==> config.mk <==
export PLATFORM = sky130hd
export DESIGN_NAME = disk_block_bitmap_allocator
export DESIGN_NICKNAME = d
export VERILOG_FILES = /design/src/sv/dbba_pkg.sv /design/src/sv/dbba_ram.sv /design/src/sv/disk_block_bitmap_allocator.sv
export SDC_FILE = /design/constraint.sdc
export NUM_CORES = 1
export LEC_CHECK = 0
export ABC_AREA = 1
export BUFFER_PORTS_ARGS = -buffer_cell sky130_fd_sc_hd__buf_2
export CAP_MARGIN = 40
export CORE_MARGIN = 2
export CORE_UTILIZATION = 63
export CTS_BUF_LIST = sky130_fd_sc_hd__clkbuf_2 sky130_fd_sc_hd__clkbuf_4 sky130_fd_sc_hd__clkbuf_8
export DETAILED_ROUTE_END_ITERATION = 6
export PLACE_DENSITY = 0.88
export SLEW_MARGIN = 20
export SYNTH_ARGS = -nofsm -noshare
export SYNTH_HDL_FRONTEND = slang
export SYNTH_SLANG_ARGS = --single-unit
==> constraint.sdc <==
create_clock -name clk -period 3.25 [get_ports clk]
set_clock_uncertainty 0.1 [all_clocks]
set_input_delay 0.65 -clock clk [delete_from_list [all_inputs] [get_ports clk]]
set_output_delay 0.65 -clock clk [all_outputs]
set_load 0.1 [all_outputs]
==> src/sv/dbba_pkg.sv <==
`timescale 1ns / 1ps
`default_nettype none
// ----------------------------------------------------------------------------
// dbba_pkg: shared types and codes for the disk block bitmap allocator
// Item layouts, request and status codes, sequencer states, default sizes.
// ----------------------------------------------------------------------------
package dbba_pkg;

  localparam int DEF_CYLINDERS         = 8;
  localparam int DEF_RECORDS_PER_TRACK = 4;
  localparam int MAX_RESULTS           = 64;
  // record counter holds any record index up to the largest track size (8)
  localparam int REC_CNT_W             = 3;

  localparam logic [1:0] MODE_ALLOC = 2'd0;
  localparam logic [1:0] MODE_FREE  = 2'd1;
  localparam logic [1:0] MODE_SHOW  = 2'd2;

  localparam logic [2:0] ST_ALLOC   = 3'd0;
  localparam logic [2:0] ST_REFUSED = 3'd1;
  localparam logic [2:0] ST_FREED   = 3'd2;
  localparam logic [2:0] ST_ROW     = 3'd3;
  localparam logic [2:0] ST_NOTHING = 3'd4;

  typedef struct packed {
    logic [1:0] mode;
    logic [6:0] block_count;
    logic [2:0] cylinder_in;
    logic       track_in;
    logic [1:0] record_in;
  } in_item_t;

  typedef struct packed {
    logic [2:0] status;
    logic [2:0] cylinder_out;
    logic       track_out;
    logic [1:0] record_out;
    logic [7:0] row_bits;
    logic       last;
  } out_item_t;

  typedef enum logic [2:0] {
    S_IDLE,
    S_RD,
    S_LOAD,
    S_SCAN,
    S_WR,
    S_SHOW_RD,
    S_SHOW_OUT,
    S_FREE_MOD
  } seq_state_t;

endpackage
`default_nettype wire

==> src/sv/dbba_ram.sv <==
`timescale 1ns / 1ps
`default_nettype none
// ----------------------------------------------------------------------------
// dbba_ram: generic single-write, single-read RAM
// One write port, one read port, read data registered.
// ----------------------------------------------------------------------------
module dbba_ram #(
  parameter int WIDTH = 8,
  parameter int DEPTH = 8,
  parameter int AW    = (DEPTH > 1) ? $clog2(DEPTH) : 1
) (
  input  wire logic             clk,
  input  wire logic             we,
  input  wire logic [AW-1:0]    waddr,
  input  wire logic [WIDTH-1:0] wdata,
  input  wire logic [AW-1:0]    raddr,
  output logic      [WIDTH-1:0] rdata
);

  logic [WIDTH-1:0] mem [DEPTH];
  logic [WIDTH-1:0] rdata_r;

  always_ff @(posedge clk) begin
    if (we) begin
      mem[waddr] <= wdata;
    end
    rdata_r <= mem[raddr];
  end

  assign rdata = rdata_r;

endmodule
`default_nettype wire

==> src/sv/disk_block_bitmap_allocator.sv <==
`timescale 1ns / 1ps
`default_nettype none
// ----------------------------------------------------------------------------
// disk_block_bitmap_allocator: first-fit block allocator over a usage bitmap
// One bitmap row per cylinder, one bit per block (track-major within a row).
// ----------------------------------------------------------------------------
// Usage:
//  - Request item: in_data is taken at a clock edge with start high and busy
//    low. Modes: allocate N blocks, free one block, show all rows.
//  - Result items: out_data is valid for exactly one cycle while out_valid is
//    high; the receiver must take it then. The final result of an item has
//    last set.
//  - Zero count, refused allocate and bad free address are answered from idle;
//    busy stays low.
//  - Allocate: rows are visited in cylinder order through one shared bit
//    test, one bit per cycle; a visited row is read (S_RD, S_LOAD), then
//    scanned over up to 2*RECORDS_PER_TRACK bits, then written back (S_WR).
//  - Free: read row, then modify and write back.
//  - Show: each of the CYLINDERS rows is read and then output.
//  - Reset: all rows marked free at once through per-row valid bits; no
//    clearing pass is needed, the block accepts items right after reset.
//  - The receiver cannot stall: results stream out at the sequencer's pace.
// ----------------------------------------------------------------------------
module disk_block_bitmap_allocator #(
  parameter int CYLINDERS         = dbba_pkg::DEF_CYLINDERS,
  parameter int RECORDS_PER_TRACK = dbba_pkg::DEF_RECORDS_PER_TRACK
) (
  input  wire logic                clk,
  input  wire logic                rst_n,
  input  wire logic                start,
  output logic                     busy,
  input  wire dbba_pkg::in_item_t  in_data,
  output logic                     out_valid,
  output dbba_pkg::out_item_t      out_data
);

  import dbba_pkg::*;

  localparam int ROW_W  = 2 * RECORDS_PER_TRACK;
  localparam int CW     = (CYLINDERS > 1) ? $clog2(CYLINDERS) : 1;
  localparam int JW     = $clog2(ROW_W);
  localparam int TOTAL  = CYLINDERS * ROW_W;
  localparam int FCW    = $clog2(TOTAL + 1);
  localparam int CMPW   = (FCW > 7) ? FCW : 7;

  seq_state_t           state_r, state_nxt;
  logic [CW-1:0]        c_r, c_nxt;
  logic [JW-1:0]        j_r, j_nxt;
  logic                 trk_r, trk_nxt;
  logic [REC_CNT_W-1:0] rec_r, rec_nxt;
  logic [6:0]           need_r, need_nxt;
  logic [FCW-1:0]       free_r, free_nxt;
  logic [ROW_W-1:0]     row_r, row_nxt;
  logic [CYLINDERS-1:0] valid_r, valid_nxt;
  logic                 out_valid_r, out_valid_nxt;
  out_item_t            out_r, out_nxt;

  logic                 ram_we;
  logic [ROW_W-1:0]     ram_wdata;
  logic [ROW_W-1:0]     ram_rdata;
  logic [ROW_W-1:0]     eff_row;
  logic [JW-1:0]        free_j;
  logic                 accept;
  logic                 rec_wrap;

  dbba_ram #(
    .WIDTH(ROW_W),
    .DEPTH(CYLINDERS),
    .AW   (CW)
  ) u_bitmap (
    .clk  (clk),
    .we   (ram_we),
    .waddr(c_r),
    .wdata(ram_wdata),
    .raddr(c_r),
    .rdata(ram_rdata)
  );

  // a row never written since reset reads as all free
  assign eff_row  = valid_r[c_r] ? ram_rdata : '0;
  assign accept   = start && (state_r == S_IDLE);
  assign rec_wrap = (rec_r == REC_CNT_W'(RECORDS_PER_TRACK - 1));
  // bit index of the block to free, from the registered echo fields
  assign free_j   = trk_r ? (JW'(RECORDS_PER_TRACK) + JW'(rec_r)) : JW'(rec_r);

  always_ff @(posedge clk) begin
    if (!rst_n) begin
      state_r     <= S_IDLE;
      valid_r     <= '0;
      free_r      <= FCW'(TOTAL);
      out_valid_r <= 1'b0;
    end else begin
      state_r     <= state_nxt;
      valid_r     <= valid_nxt;
      free_r      <= free_nxt;
      out_valid_r <= out_valid_nxt;
    end
    c_r    <= c_nxt;
    j_r    <= j_nxt;
    trk_r  <= trk_nxt;
    rec_r  <= rec_nxt;
    need_r <= need_nxt;
    row_r  <= row_nxt;
    out_r  <= out_nxt;
  end

  always_comb begin
    state_nxt     = state_r;
    c_nxt         = c_r;
    j_nxt         = j_r;
    trk_nxt       = trk_r;
    rec_nxt       = rec_r;
    need_nxt      = need_r;
    free_nxt      = free_r;
    row_nxt       = row_r;
    valid_nxt     = valid_r;
    out_valid_nxt = 1'b0;
    out_nxt       = '0;
    ram_we        = 1'b0;
    ram_wdata     = row_r;

    case (state_r)
      S_IDLE: begin
        if (accept) begin
          case (in_data.mode)
            MODE_ALLOC: begin
              if (in_data.block_count == 7'd0) begin
                out_valid_nxt  = 1'b1;
                out_nxt.status = ST_NOTHING;
                out_nxt.last   = 1'b1;
              end else if (in_data.block_count > 7'(MAX_RESULTS) ||
                           CMPW'(in_data.block_count) > CMPW'(free_r)) begin
                out_valid_nxt  = 1'b1;
                out_nxt.status = ST_REFUSED;
                out_nxt.last   = 1'b1;
              end else begin
                need_nxt  = in_data.block_count;
                c_nxt     = '0;
                state_nxt = S_RD;
              end
            end
            MODE_FREE: begin
              if (7'(in_data.cylinder_in) >= 7'(CYLINDERS) ||
                  4'(in_data.record_in) >= 4'(RECORDS_PER_TRACK)) begin
                out_valid_nxt        = 1'b1;
                out_nxt.status       = ST_REFUSED;
                out_nxt.cylinder_out = in_data.cylinder_in;
                out_nxt.track_out    = in_data.track_in;
                out_nxt.record_out   = in_data.record_in;
                out_nxt.last         = 1'b1;
              end else begin
                c_nxt     = CW'(in_data.cylinder_in);
                trk_nxt   = in_data.track_in;
                rec_nxt   = REC_CNT_W'(in_data.record_in);
                state_nxt = S_RD;
                // reuse the read cycle, then go straight to the modify step
                need_nxt  = '0;
              end
            end
            MODE_SHOW: begin
              c_nxt     = '0;
              state_nxt = S_SHOW_RD;
            end
            default: begin
              // unused mode: no result
            end
          endcase
        end
      end

      S_RD: begin
        // RAM address is c_r; data lands for the next state
        state_nxt = (need_r == 7'd0) ? S_FREE_MOD : S_LOAD;
      end

      S_LOAD: begin
        row_nxt   = eff_row;
        j_nxt     = '0;
        trk_nxt   = 1'b0;
        rec_nxt   = '0;
        state_nxt = S_SCAN;
      end

      S_SCAN: begin
        j_nxt = j_r + JW'(1);
        if (rec_wrap) begin
          rec_nxt = '0;
          trk_nxt = 1'b1;
        end else begin
          rec_nxt = rec_r + REC_CNT_W'(1);
        end
        if (!row_r[j_r]) begin
          row_nxt[j_r]         = 1'b1;
          need_nxt             = need_r - 7'd1;
          free_nxt             = free_r - FCW'(1);
          out_valid_nxt        = 1'b1;
          out_nxt.status       = ST_ALLOC;
          out_nxt.cylinder_out = 3'(c_r);
          out_nxt.track_out    = trk_r;
          out_nxt.record_out   = rec_r[1:0];
          out_nxt.last         = (need_r == 7'd1);
        end
        if (j_r == JW'(ROW_W - 1) || (!row_r[j_r] && need_r == 7'd1)) begin
          state_nxt = S_WR;
        end
      end

      S_WR: begin
        ram_we         = 1'b1;
        ram_wdata      = row_r;
        valid_nxt[c_r] = 1'b1;
        if (need_r == 7'd0) begin
          state_nxt = S_IDLE;
        end else begin
          c_nxt     = c_r + CW'(1);
          state_nxt = S_RD;
        end
      end

      S_SHOW_RD: begin
        state_nxt = S_SHOW_OUT;
      end

      S_SHOW_OUT: begin
        out_valid_nxt        = 1'b1;
        out_nxt.status       = ST_ROW;
        out_nxt.cylinder_out = 3'(c_r);
        out_nxt.row_bits     = 8'(eff_row);
        if (c_r == CW'(CYLINDERS - 1)) begin
          out_nxt.last = 1'b1;
          state_nxt    = S_IDLE;
        end else begin
          c_nxt     = c_r + CW'(1);
          state_nxt = S_SHOW_RD;
        end
      end

      S_FREE_MOD: begin
        ram_we            = 1'b1;
        ram_wdata         = eff_row;
        ram_wdata[free_j] = 1'b0;
        valid_nxt[c_r]    = 1'b1;
        if (eff_row[free_j]) begin
          free_nxt = free_r + FCW'(1);
        end
        out_valid_nxt        = 1'b1;
        out_nxt.status       = ST_FREED;
        out_nxt.cylinder_out = 3'(c_r);
        out_nxt.track_out    = trk_r;
        out_nxt.record_out   = rec_r[1:0];
        out_nxt.last         = 1'b1;
        state_nxt            = S_IDLE;
      end

      default: begin
        state_nxt = S_IDLE;
      end
    endcase
  end

  assign busy      = (state_r != S_IDLE);
  assign out_valid = out_valid_r;
  assign out_data  = out_r;

endmodule
`default_nettype wire
==> run_results.csv <==
group,metric,value,unit
logic_synthesis,avgSynthCellArea,9.80,um^2
logic_synthesis,async_flop_share,0,%
logic_synthesis,ys_top_cells_by_count,"111 x nand2_1, 93 x nor2_1, 89 x edfxtp_1",
placed_design,dpl_worst_slack,392,ps
global_routing,globalRoute.totalOverflow,0,
placed_design,io_buffer_count,37,
route,ant_nets,0,
critical_path,worst-setup-path-type,"reg -> reg",
global_routing,use_met1,37.0,%
floorplanning,io_pins,38,
logic_synthesis,synth_edf_count,89,
finish,diodes,0,
sta,setup_ws,519,ps
hold_path,hold_path.class,"reg -> reg",
critical_path,r2r-start,"c_r[0]",
logic_synthesis,synth_area_leaders,"edfxtp_1 44%, dfxtp_1 15%, nand2_1 6.9%, nor2_1 5.7%, inv_1 4.0%",
critical_path,end_kind,"register",
placed_design,place_area,6460,um^2
sta,slew_headroom,31.6,%
floorplanning,initial_core_util,65.5,%
finish,fin_area,6830,um^2
critical_path,arrival,2720,ps
global_routing,met3_usage,5.75,%
route,drt_iter0_drc,438,
logic_synthesis,synth_most_common_cell,"nand2_1",
sta,min_period,2730,ps
power,leakagePower,2.85,nW
sta,rsz0062_at_grt,"no",
critical_path,start_kind,"register",
logic_synthesis,synth_top_area_share,44.0,%
sta,setup_tns,0,ps
finish,layout.nets,716,
route,routedWlPerCell,16.7,um
sta,fmax,366,MHz
route,drc_errors,0,
floorplanning,die_h,102,um
logic_synthesis,synth_nets,658,
route,drt_wl_total,13700,um
sta,fin_crit_sh,84.0,%
floorplanning,coreArea,9280,um^2
clocking,postCtsSetupBuffers,0,
clocking,cts_resized,0,
logic_synthesis,ys_types,41,
clocking,cts-root-buf,"clkbuf_8",
logic_synthesis,syn_inst,620,
power,power_density,868,nW/um^2
clocking,cts_max_level,4,
status,status,"completed",
route,vias,4842,
job,drv_cap,0,
global_routing,use_met2,45.3,%
floorplanning,rows,35,
route,via_per_inst,5.90,
logic_synthesis,ys_ff_latch,134,
critical_path,required,3240,ps
global_routing,grt_pass1_wl,21900,um
sta,finalSetupViolCount,0,
route,dr.pass1.iters,7,
critical_path,r2r_end,"u_bitmap.mem[6][3]",
logic_synthesis,ys.flop_type,"edfxtp_1",
global_routing,grt_max_degree,20,
global_routing,grt_pass1_vias,4494,
sta,slew_viol_final,0,
finish,drive_gt1_share,15.3,%
clocking,cts_tree,"built",
logic_synthesis,synth.largest_area_cell,"edfxtp_1",
hold_path,hold_path_end,"u_bitmap.rdata[0]",
power,ir_worst_vdd,0.737,mV
clocking,cts.sinks,134,
clocking,clockBufferDepth,2,
floorplanning,die-area,10500,um^2
clocking,clock_latency,440,ps
global_routing,grt_antenna_before_repair,0,
critical_path,worstRegToRegCells,8,
hold_path,min-delay-start,"u_bitmap.mem[7][0]",
floorplanning,die_x,102,um
sta,tightest_slew,1020,ps
hold_path,hold_depth,2,
clocking,cts_inserted_buffers,17,
placed_design,gp_congestion,0.975,
logic_synthesis,yosysSeqAreaShare,58.8,%
logic_synthesis,yosys_warnings,0,
global_routing,top_usage_layer,"met2",
finish,synthToLayoutAreaGrowth,12.4,%
critical_path,worstPathMaxFanout,13,
global_routing,track_usage,27.8,%
sta,hold_viol,0,
clocking,postCtsHoldBufs,0,
logic_synthesis,synthesis.area,6080,um^2
placed_design,hpwlAfterDp,9370,um
clocking,cts.clk_slew.worst_paths,80,ps
sta,timing.hold.ws,381,ps
critical_path,rrSetupSlack,520,ps
[through the flow]
stage | total power, W | instances | util (%)
final | 0.00593 | 820 | 73.6
after global routing | 0.00626 | 820 | 73.6
after CTS | 0.00589 | 819 | 73.5
after detailed placement | 0.00460 | 787 | 69.6
after global placement | 0.00450 | 787 | 69.6
after floorplan | 0.00405 | 620 | -
[report_power, final]
part | switching, W | internal (W)
Combinational | 0.00149 | 0.000658
Sequential | 0.000250 | 0.00225
Clock | 0.000637 | 0.000641
Total | 0.00238 | 0.00355
[cell type report]
class | instances | area (um^2)
Clock buffer | 20 | 263
Clock inverter | 12 | 105
Fill cell | 658 | 2450
Inverter | 69 | 262
Multi-Input combinational cell | 403 | 2160
Sequential cell | 134 | 3570
Tap cell | 129 | 161
Timing Repair Buffer | 53 | 305
[cells by family after synthesis]
group	synth area share (%)
xor gates and xnor gates	1.30
AOI/OAI and AO/OA	10.1
DFF	58.8
buffers and inverters	5.60
and+or+nand+nor	19.9
adders and majority gates	4.24
[metal layers]
layer / vias to the layer above / part of all wire, %
met1: 2266 / 41
met4: 0 / 2.3
met2: 293 / 49
li1: 2241 / -
met3: 42 / 8.4
met5: - / 0
[sequential cells by signal (all words and copies together), names as in the netlist]
name,flops
u_bitmap.mem,64
out_data,18
row_r,8
u_bitmap.rdata,8
valid_r,8
free_r,7
need_r,7
c_r,3
j_r,3
rec_r,3
state_r,3
out_valid,1
trk_r,1
[worst max path at each step]
stage	slack, ps	start	end
global placement	550	in_data[8]	c_r[0]
floorplan	520	state_r[0]	need_r[0]
global route	420	state_r[2]	free_r[5]
detailed placement	390	in_data[8]	c_r[1]
CTS	670	c_r[0]	u_bitmap.mem[1][3]
finish	520	c_r[0]	u_bitmap.mem[6][3]
[cell usage in the layout, fill, tap and decap left out, drive strengths merged]
cell | synthesis | layout
a21o | 1 | 1
a21oi | 24 | 24
a221oi | 6 | 6
a22o | 9 | 9
a22oi | 12 | 12
a31oi | 1 | 1
and3 | 1 | 1
buf | 7 | 52
bufinv | 0 | 1
clkbuf | 7 | 21
clkinv | 1 | 8
clkinvlp | 0 | 2
dfxtp | 45 | 45
edfxtp | 89 | 89
fa | 1 | 1
ha | 19 | 19
inv | 68 | 70
nand2 | 124 | 124
nand3 | 26 | 26
nand3b | 1 | 1
nand4 | 10 | 10
nor2 | 93 | 93
nor3 | 18 | 18
nor4 | 2 | 2
o2111ai | 1 | 1
o211a | 1 | 1
o211ai | 1 | 1
o21ai | 33 | 33
o22ai | 4 | 4
o31ai | 5 | 5
or2 | 1 | 1
xnor2 | 4 | 4
xor2 | 5 | 5
[worst max-delay path, stage by stage (launching register included)]
cell	delay, ps
edfxtp_1	640
inv_2	210
nand2_1	120
nand3_1	110
nand2_2	120
inv_4	50
nand2_8	120
nand2_4	80
o31ai_1	820
No activity file was read; power rests on OpenSTA's default activity.
